[config.mk]
export PLATFORM = sky130hd
export DESIGN_NAME = edge_sort_by_weight
export DESIGN_NICKNAME = d
export VERILOG_FILES = /design/src/sv/esw_pkg.sv /design/src/sv/edge_sort_by_weight.sv /design/src/sv/esw_datapath.sv /design/src/sv/esw_ctrl.sv
export SDC_FILE = /design/constraint.sdc
export NUM_CORES = 2
export LEC_CHECK = 0
export BUFFER_PORTS_ARGS = -buffer_cell sky130_fd_sc_hd__buf_2
export CORE_UTILIZATION = 55
export DETAILED_ROUTE_END_ITERATION = 12
export PLACE_DENSITY = 0.78
export SLEW_MARGIN = 25
export SYNTH_ARGS = -nofsm -noshare
export SYNTH_HDL_FRONTEND = slang
export SYNTH_HIERARCHICAL = 1
export SYNTH_SLANG_ARGS = --single-unit
[constraint.sdc]
create_clock -name clock -period 10.15 [get_ports clock]
set_input_delay 2.03 -clock clock [delete_from_list [all_inputs] [get_ports clock]]
set_output_delay 2.03 -clock clock [all_outputs]
set_load 0.05 [all_outputs]
[src/sv/esw_pkg.sv]
package esw_pkg;

   // default edge capacity
   localparam int MaxEdgesDefault = 32;

   // input beat
   typedef struct packed {
      logic [7:0]         source_vertex;
      logic [7:0]         dest_vertex;
      logic signed [15:0] edge_weight;
      logic               is_last;
   } req_type;

   // result beat
   typedef struct packed {
      logic [7:0]         out_source;
      logic [7:0]         out_dest;
      logic signed [15:0] out_weight;
      logic               out_last;
      logic               overflowed;
   } rsp_type;

   // one stored edge
   typedef struct packed {
      logic [7:0]         src;
      logic [7:0]         dst;
      logic signed [15:0] weight;
   } entry_type;

   // controller to datapath
   typedef struct packed {
      logic insert;
      logic set_ovf;
      logic pop;
   } cmd_type;

   // datapath to controller
   typedef struct packed {
      logic full;
      logic has_entry;
      logic one_left;
      logic out_free;
   } status_type;

   // controller states, one-hot
   typedef enum logic [1:0] {
      ST_LOAD  = 2'b01,
      ST_DRAIN = 2'b10
   } state_type;

endpackage

[src/sv/edge_sort_by_weight.sv]
// Stable ascending sort of a list of weighted edges. Edges enter one beat per
// cycle while loading; each is dropped into place in a chain of MAX_EDGES
// compare-and-shift cells, after every stored edge of equal or smaller weight.
// The beat marked is_last closes the list, and req_stall then stays high while
// the chain shifts its contents out through the output register, one result
// beat per cycle when rsp_stall is low, the last one flagged by out_last.
// Edges beyond MAX_EDGES are dropped, and overflowed is set on every result
// of that list; vertex indices pass through unchanged.
module edge_sort_by_weight
   import esw_pkg::*;
#(
   parameter int MAX_EDGES = MaxEdgesDefault
) (
   input  logic    clock,
   input  logic    reset,
   input  logic    req_valid,
   output logic    req_stall,
   input  req_type req_data,
   output logic    rsp_valid,
   input  logic    rsp_stall,
   output rsp_type rsp_data
);

   cmd_type    cmd;
   status_type status;

   esw_ctrl u_ctrl (
      .clock     (clock),
      .reset     (reset),
      .req_valid (req_valid),
      .req_last  (req_data.is_last),
      .status    (status),
      .cmd       (cmd),
      .req_stall (req_stall)
   );

   esw_datapath #(
      .MAX_EDGES (MAX_EDGES)
   ) u_datapath (
      .clock     (clock),
      .reset     (reset),
      .req_data  (req_data),
      .cmd       (cmd),
      .status    (status),
      .rsp_valid (rsp_valid),
      .rsp_stall (rsp_stall),
      .rsp_data  (rsp_data)
   );

   // no insert into a full chain
   a_no_insert_full: assert property (@(posedge clock) disable iff (reset)
      status.full |-> !cmd.insert)
      else $error("insert into full chain");

   // never pop an empty chain
   a_pop_nonempty: assert property (@(posedge clock) disable iff (reset)
      cmd.pop |-> status.has_entry)
      else $error("pop from empty chain");

   // a stalled result beat stays valid and unchanged
   a_rsp_hold: assert property (@(posedge clock) disable iff (reset)
      (rsp_valid && rsp_stall) |=> (rsp_valid && $stable(rsp_data)))
      else $error("stalled result beat changed");

endmodule

[src/sv/esw_datapath.sv]
module esw_datapath
   import esw_pkg::*;
#(
   parameter int MAX_EDGES = MaxEdgesDefault
) (
   input  logic       clock,
   input  logic       reset,
   input  req_type    req_data,
   input  cmd_type    cmd,
   output status_type status,
   output logic       rsp_valid,
   input  logic       rsp_stall,
   output rsp_type    rsp_data
);

   entry_type                cell_ff [MAX_EDGES];
   entry_type                cell_in [MAX_EDGES];
   logic [MAX_EDGES-1:0]     valid_ff;
   logic [MAX_EDGES-1:0]     valid_in;
   logic [MAX_EDGES-1:0]     gt;
   logic                     ovf_ff;
   logic                     ovf_in;
   logic                     rsp_valid_ff;
   logic                     rsp_valid_in;
   rsp_type                  rsp_data_ff;
   rsp_type                  rsp_data_in;
   entry_type                new_entry;

   assign new_entry = '{src:    req_data.source_vertex,
                        dst:    req_data.dest_vertex,
                        weight: req_data.edge_weight};

   // insertion chain: on insert, cells heavier than the new edge move up one place; on pop, all move down one
   for (genvar i = 0; i < MAX_EDGES; i++) begin : g_cell
      assign gt[i] = !valid_ff[i] || (cell_ff[i].weight > req_data.edge_weight);

      if (i == 0) begin : g_head
         always_comb begin
            cell_in[i]  = cell_ff[i];
            valid_in[i] = valid_ff[i];
            if (cmd.insert) begin
               if (gt[i]) cell_in[i] = new_entry;
               valid_in[i] = 1'b1;
            end else if (cmd.pop) begin
               cell_in[i]  = cell_ff[i+1];
               valid_in[i] = valid_ff[i+1];
            end
         end
      end else if (i == MAX_EDGES - 1) begin : g_tail
         always_comb begin
            cell_in[i]  = cell_ff[i];
            valid_in[i] = valid_ff[i];
            if (cmd.insert) begin
               if (gt[i]) cell_in[i] = gt[i-1] ? cell_ff[i-1] : new_entry;
               valid_in[i] = valid_ff[i] | valid_ff[i-1];
            end else if (cmd.pop) begin
               valid_in[i] = 1'b0;
            end
         end
      end else begin : g_mid
         always_comb begin
            cell_in[i]  = cell_ff[i];
            valid_in[i] = valid_ff[i];
            if (cmd.insert) begin
               if (gt[i]) cell_in[i] = gt[i-1] ? cell_ff[i-1] : new_entry;
               valid_in[i] = valid_ff[i] | valid_ff[i-1];
            end else if (cmd.pop) begin
               cell_in[i]  = cell_ff[i+1];
               valid_in[i] = valid_ff[i+1];
            end
         end
      end
   end

   // status toward the controller
   always_comb begin
      status.full      = valid_ff[MAX_EDGES-1];
      status.has_entry = valid_ff[0];
      status.one_left  = valid_ff[0] && !valid_ff[1];
      status.out_free  = !rsp_valid_ff || !rsp_stall;
   end

   // overflow flag and output register
   always_comb begin
      ovf_in       = ovf_ff;
      rsp_valid_in = rsp_valid_ff;
      rsp_data_in  = rsp_data_ff;
      if (cmd.set_ovf) ovf_in = 1'b1;
      if (cmd.pop) begin
         rsp_valid_in = 1'b1;
         rsp_data_in  = '{out_source: cell_ff[0].src,
                          out_dest:   cell_ff[0].dst,
                          out_weight: cell_ff[0].weight,
                          out_last:   status.one_left,
                          overflowed: ovf_ff};
         if (status.one_left) ovf_in = 1'b0;
      end else if (!rsp_stall) begin
         rsp_valid_in = 1'b0;
      end
   end

   // control registers
   always_ff @(posedge clock) begin
      if (reset) begin
         valid_ff     <= '0;
         ovf_ff       <= 1'b0;
         rsp_valid_ff <= 1'b0;
      end else begin
         valid_ff     <= valid_in;
         ovf_ff       <= ovf_in;
         rsp_valid_ff <= rsp_valid_in;
      end
   end

   // payload registers
   always_ff @(posedge clock) begin
      cell_ff     <= cell_in;
      rsp_data_ff <= rsp_data_in;
   end

   assign rsp_valid = rsp_valid_ff;
   assign rsp_data  = rsp_data_ff;

endmodule

[src/sv/esw_ctrl.sv]
module esw_ctrl
   import esw_pkg::*;
(
   input  logic       clock,
   input  logic       reset,
   input  logic       req_valid,
   input  logic       req_last,
   input  status_type status,
   output cmd_type    cmd,
   output logic       req_stall
);

   state_type state_ff;
   state_type state_in;

   // next state and commands
   always_comb begin
      state_in    = state_ff;
      cmd.insert  = 1'b0;
      cmd.set_ovf = 1'b0;
      cmd.pop     = 1'b0;
      unique case (state_ff)
         ST_LOAD: begin
            if (req_valid) begin
               cmd.insert  = !status.full;
               cmd.set_ovf = status.full;
               if (req_last) state_in = ST_DRAIN;
            end
         end
         ST_DRAIN: begin
            if (status.out_free) begin
               cmd.pop = 1'b1;
               if (status.one_left) state_in = ST_LOAD;
            end
         end
         default: state_in = ST_LOAD;
      endcase
   end

   always_ff @(posedge clock) begin
      if (reset) begin
         state_ff <= ST_LOAD;
      end else begin
         state_ff <= state_in;
      end
   end

   assign req_stall = (state_ff != ST_LOAD);

endmodule
-- After elaboration in Yosys (flattened, before gate mapping)
Index checks and enable logic that the tools add are counted.
- latch bits: 0
- output and inout port bits: 36
- logic and storage cells: 511
- memories kept: 0
- flip-flop bits (word level): 1094
- input bits: 37
- RAM bits: 0
- memory bits (read-only): 0
- shift operators: 0
- order comparisons: 32
- bitwise logic cells: 31
- add/sub/neg operators: 0
- reductions and logical operators: 102
- equality and inequality tests: 39
- mux-type cells: 202
- divide/modulo/power cells: 0
- $mul: 0
- operators with widths (cell ; count):
    two-way mux 32 bit ; 124
    greater-than comparator 16 bit ; 32
    two-way mux 1 bit ; 71
    != test 2 x 1 -> 1 bit (second input constant) ; 33
    AND reduction 2 bit ; 32
    zero test 1 bit ; 34
    logical OR 1 bit ; 33
    OR 1 bit ; 31
    two-way mux 2 bit ; 6
    != test 2 bit (second input constant) ; 4
    one-hot mux 2 bit (2 select lines) ; 1
    AND reduction 4 bit ; 1
    == test 2 x 1 -> 1 bit (second input constant) ; 1
    == test 2 bit (second input constant) ; 1
    nonzero test 2 bit ; 1
    logical AND 1 bit ; 1

-- Longest topological paths before layout
- word-level depth: 6
- mapped depth: 13
- mapped depth without buffers: 9

-- Cells and area by module
Netlist, hierarchy kept.
- by module, submodules not included (module ; seq. area each (um^2) ; cells an instance ; area an instance (um^2) ; times used):
    esw_datapath ; 32451.1 ; 6314 ; 65439.0 ; 1
    esw_ctrl ; 40.0 ; 13 ; 113.9 ; 1

-- Worst setup path after synthesis
Ideal clock, no wire load.
- path type: input to register
- start: in req_data[2] in the netlist's numbering
- end: reg u_datapath/cell_ff[864] in the netlist's numbering, enable pin
- path buffers: 4
- library setup time: 0.466 ns
- setup slack: 3.068 ns
- arrival: 6.616 ns
- required time: 9.684 ns
- stages: 12
- path through: clkbuf_1 > clkbuf_1 > inv_1 > ha_1 > nor2b_1 > o211ai_1 > a21oi_1 > o21ai_0 > a22o_1 > clkbuf_1 > buf_2 > o21ai_0
- word-level cells in the longest chain between the ends: 4
- ends and longest elaborated chain (element ; RTL line ; text):
    start: declaration ; edge_sort_by_weight.sv:18 ; input req_type req_data,
    greater-than comparator 16 bit ; esw_datapath.sv:35 ; assign gt[i] = !valid_ff[i] || (cell_ff[i].weight > req_data.edge_weight);
    logical OR 1 bit ; esw_datapath.sv:35 ;
    != test 2 x 1 -> 1 bit (no source line) ; - ;
    AND reduction 2 bit (no source line) ; - ;
    end signal: assignment ; esw_datapath.sv:117 ; cell_ff <= cell_in;
    end: declaration ; esw_datapath.sv:16 ; entry_type cell_ff [MAX_EDGES];
Every way passes these cells.
A chain may end at the register's enable or synchronous reset.

-- Worst setup path after layout
- start: in req_data[16] in the netlist's numbering
- end: reg u_datapath/cell_ff[1021] in the netlist's numbering, enable pin
Same word-level chain as after synthesis.

==> impl_results.md <==
- Clock root buffer: clkbuf_16
- Top Family by Delay on Critical Path: buffers and inverters
- Worst-Margin Slew: 1160 ps
- Fin area: 0.0712 mm²
- Chip width: 347 µm
- Hold WS: ~450 ps
- Outcome: complete, no violations
- Setup TNS: 0 ps
- Share of layout cells above drive strength 1: 7.90%
- Dpl hpwl: 151000 µm
- Place WS: 2860 ps
- Synth Instances: 6326
- Placed Area: 0.0673 mm²
- Setup WS post-layout: 3550 ps
- CTS tree: built
- Slowest stage delay, CP: 850 ps
- Commonest non-fill, non-tap cell in the layout: edfxtp_1
- Synthesis-to-finish area growth: 8.64%
- Synth warnings: 6
- Slew HR: between 20% and 30%
- Slew Limit Fails: 0
- MaxCap Viol Count: 0
- DIE AREA: 0.121 mm²
- Initial antenna violation count: 6
- Worst path slowest cell: nor2_4
- Mean post-synth cell area: 10.4 µm²
- Final hold violation count: 0
- Via count: 54321
- CTS H-Tree Depth: 3
- 1st-iter DRT viols: between 7000 and 8000
- Global-route wire length before repair: approximately 330000 µm
- Vias in the first global route: 51171
- Fin nets: 6703
- Worst Path Max Fanout: 65
- Netlist Area Pre-Place: 0.0655 mm²
- Initial DRT Pass Iterations: 7
- Fmax: 152 MHz
- Critical Path Start Type: input port
- Crit path time final: 6600 ps
- Worst Path Required: approximately 11000 ps
- Placer Congestion: 1.00
- IO buf count: 72
- Core area: 0.118 mm²
- Cell area power density: 196 mW/mm²
- GR Util All Layers: a little under two fifths
- TritonCTS buffer count: 117
- Total power: 14.0 mW
- Max IR drop VDD: around 150 µV
- Min-Delay Path Class: reg2reg
- Worst-skew pair later-pin latency: about 750 ps
- Static Leakage: 27.6 nW
- Post_cts resized: 0
- Fin crit share: 65.0%
- Drt wl/cell: about 30 µm
- Crit path kind: in2reg
- Syn_nets: slightly below 7000
- Initial cell density of the core: 55.5%
- Reg2reg start: u_datapath/cell_ff[687]
- RSZ-0062 raised after global routing: no
- Worst hold path startpoint: u_datapath/ovf_ff
- FP Rows: 126
- Boundary Pins: 73
- Clk sink count: 1094
- DRC Markers: 0
- Worst clock skew: approximately 70 ps
- WP data arrival: 6970 ps
- Final WL: 228000 µm
- Commonest cells after routing, fill and taps aside: edfxtp_1, nor2_1, a21oi_1, ha_1, mux2i_1
- CTS Hold Bufs: 0
- Setup violators final: 0
- Avg Vias per Cell: 6.97
- Max clock buf depth: 3
- Largest net degree at the start of global routing: 248
- CP Cell Sequence: buf_2 > buf_4 > clkinv_1 > buf_4 > ha_1 > nand4_1 > nor3_1 > a2111o_1 > or3b_2 > nand3_2 > buf_4 > nor2_1 > nor2_4
- Worst Setup SP: req_data[16]
- CP most frequent cell: buf_4
- Grt ovf: 0
- Post-CTS setup repair buffer count: 0
- Clock transition at path regs: 60 ps
- Crit. End Element: register
- CP bufs+invs: 5
- Die Y: 347 µm
- Antenna Nets Post-Route: 0
[sequential cells by signal (all words and copies together), names as in the netlist]
register / count
u_datapath/cell_ff: 1024
u_datapath/rsp_data: 34
u_datapath/valid_ff: 32
u_ctrl/state_ff: 2
u_datapath/ovf_ff: 1
u_datapath/rsp_valid: 1
[report_power, final]
part / leakage (nW) / internal, mW / switching, mW
Sequential: 10.3 / 5.85 / 0.565
Combinational: 15.5 / 1.12 / 2.11
Clock: 1.85 / 2.43 / 1.92
Total: 27.6 / 9.40 / 4.59
[metrics by stage]
| step | utilization, % | instances |
|---|---|---|
| 2_1_floorplan | - | 6326 |
| 3_3_place_gp | 56.9 | 7564 |
| 3_5_place_dp | 57.0 | 7568 |
| 4_1_cts | 60.2 | 7785 |
| 5_1_grt | 60.3 | 7788 |
| 6_report | 60.3 | 7794 |
[final timing paths]
kind         slack, ps                       end  depth (start not counted)
max               3550  u_datapath/cell_ff[1021]                         13
min                450    u_datapath/rsp_data[0]                          0
max reg2reg       5980   u_datapath/cell_ff[702]                         11
min reg2reg        450    u_datapath/rsp_data[0]                          0
[metal layers]
layer / GRT usage, % / up-vias / routed length (µm)
li1: - / 23488 / -
met1: 49.2 / 26070 / 85100
met2: 53.2 / 3956 / 95800
met3: 11.0 / 795 / 32400
met4: 21.2 / 12 / 14800
met5: 0.320 / - / 122
[area by class of cell]
class / count / area [µm²]
Clock inverter: 78 / 787
Multi-Input combinational cell: 4311 / 29700
Antenna cell: 6 / 15.0
Fill cell: 9417 / 46900
Sequential cell: 1094 / 32500
Timing Repair Buffer: 215 / 1680
Inverter: 415 / 1560
Tap cell: 1536 / 1920
Clock buffer: 139 / 3010
Power figures use the tool's default switching activity.
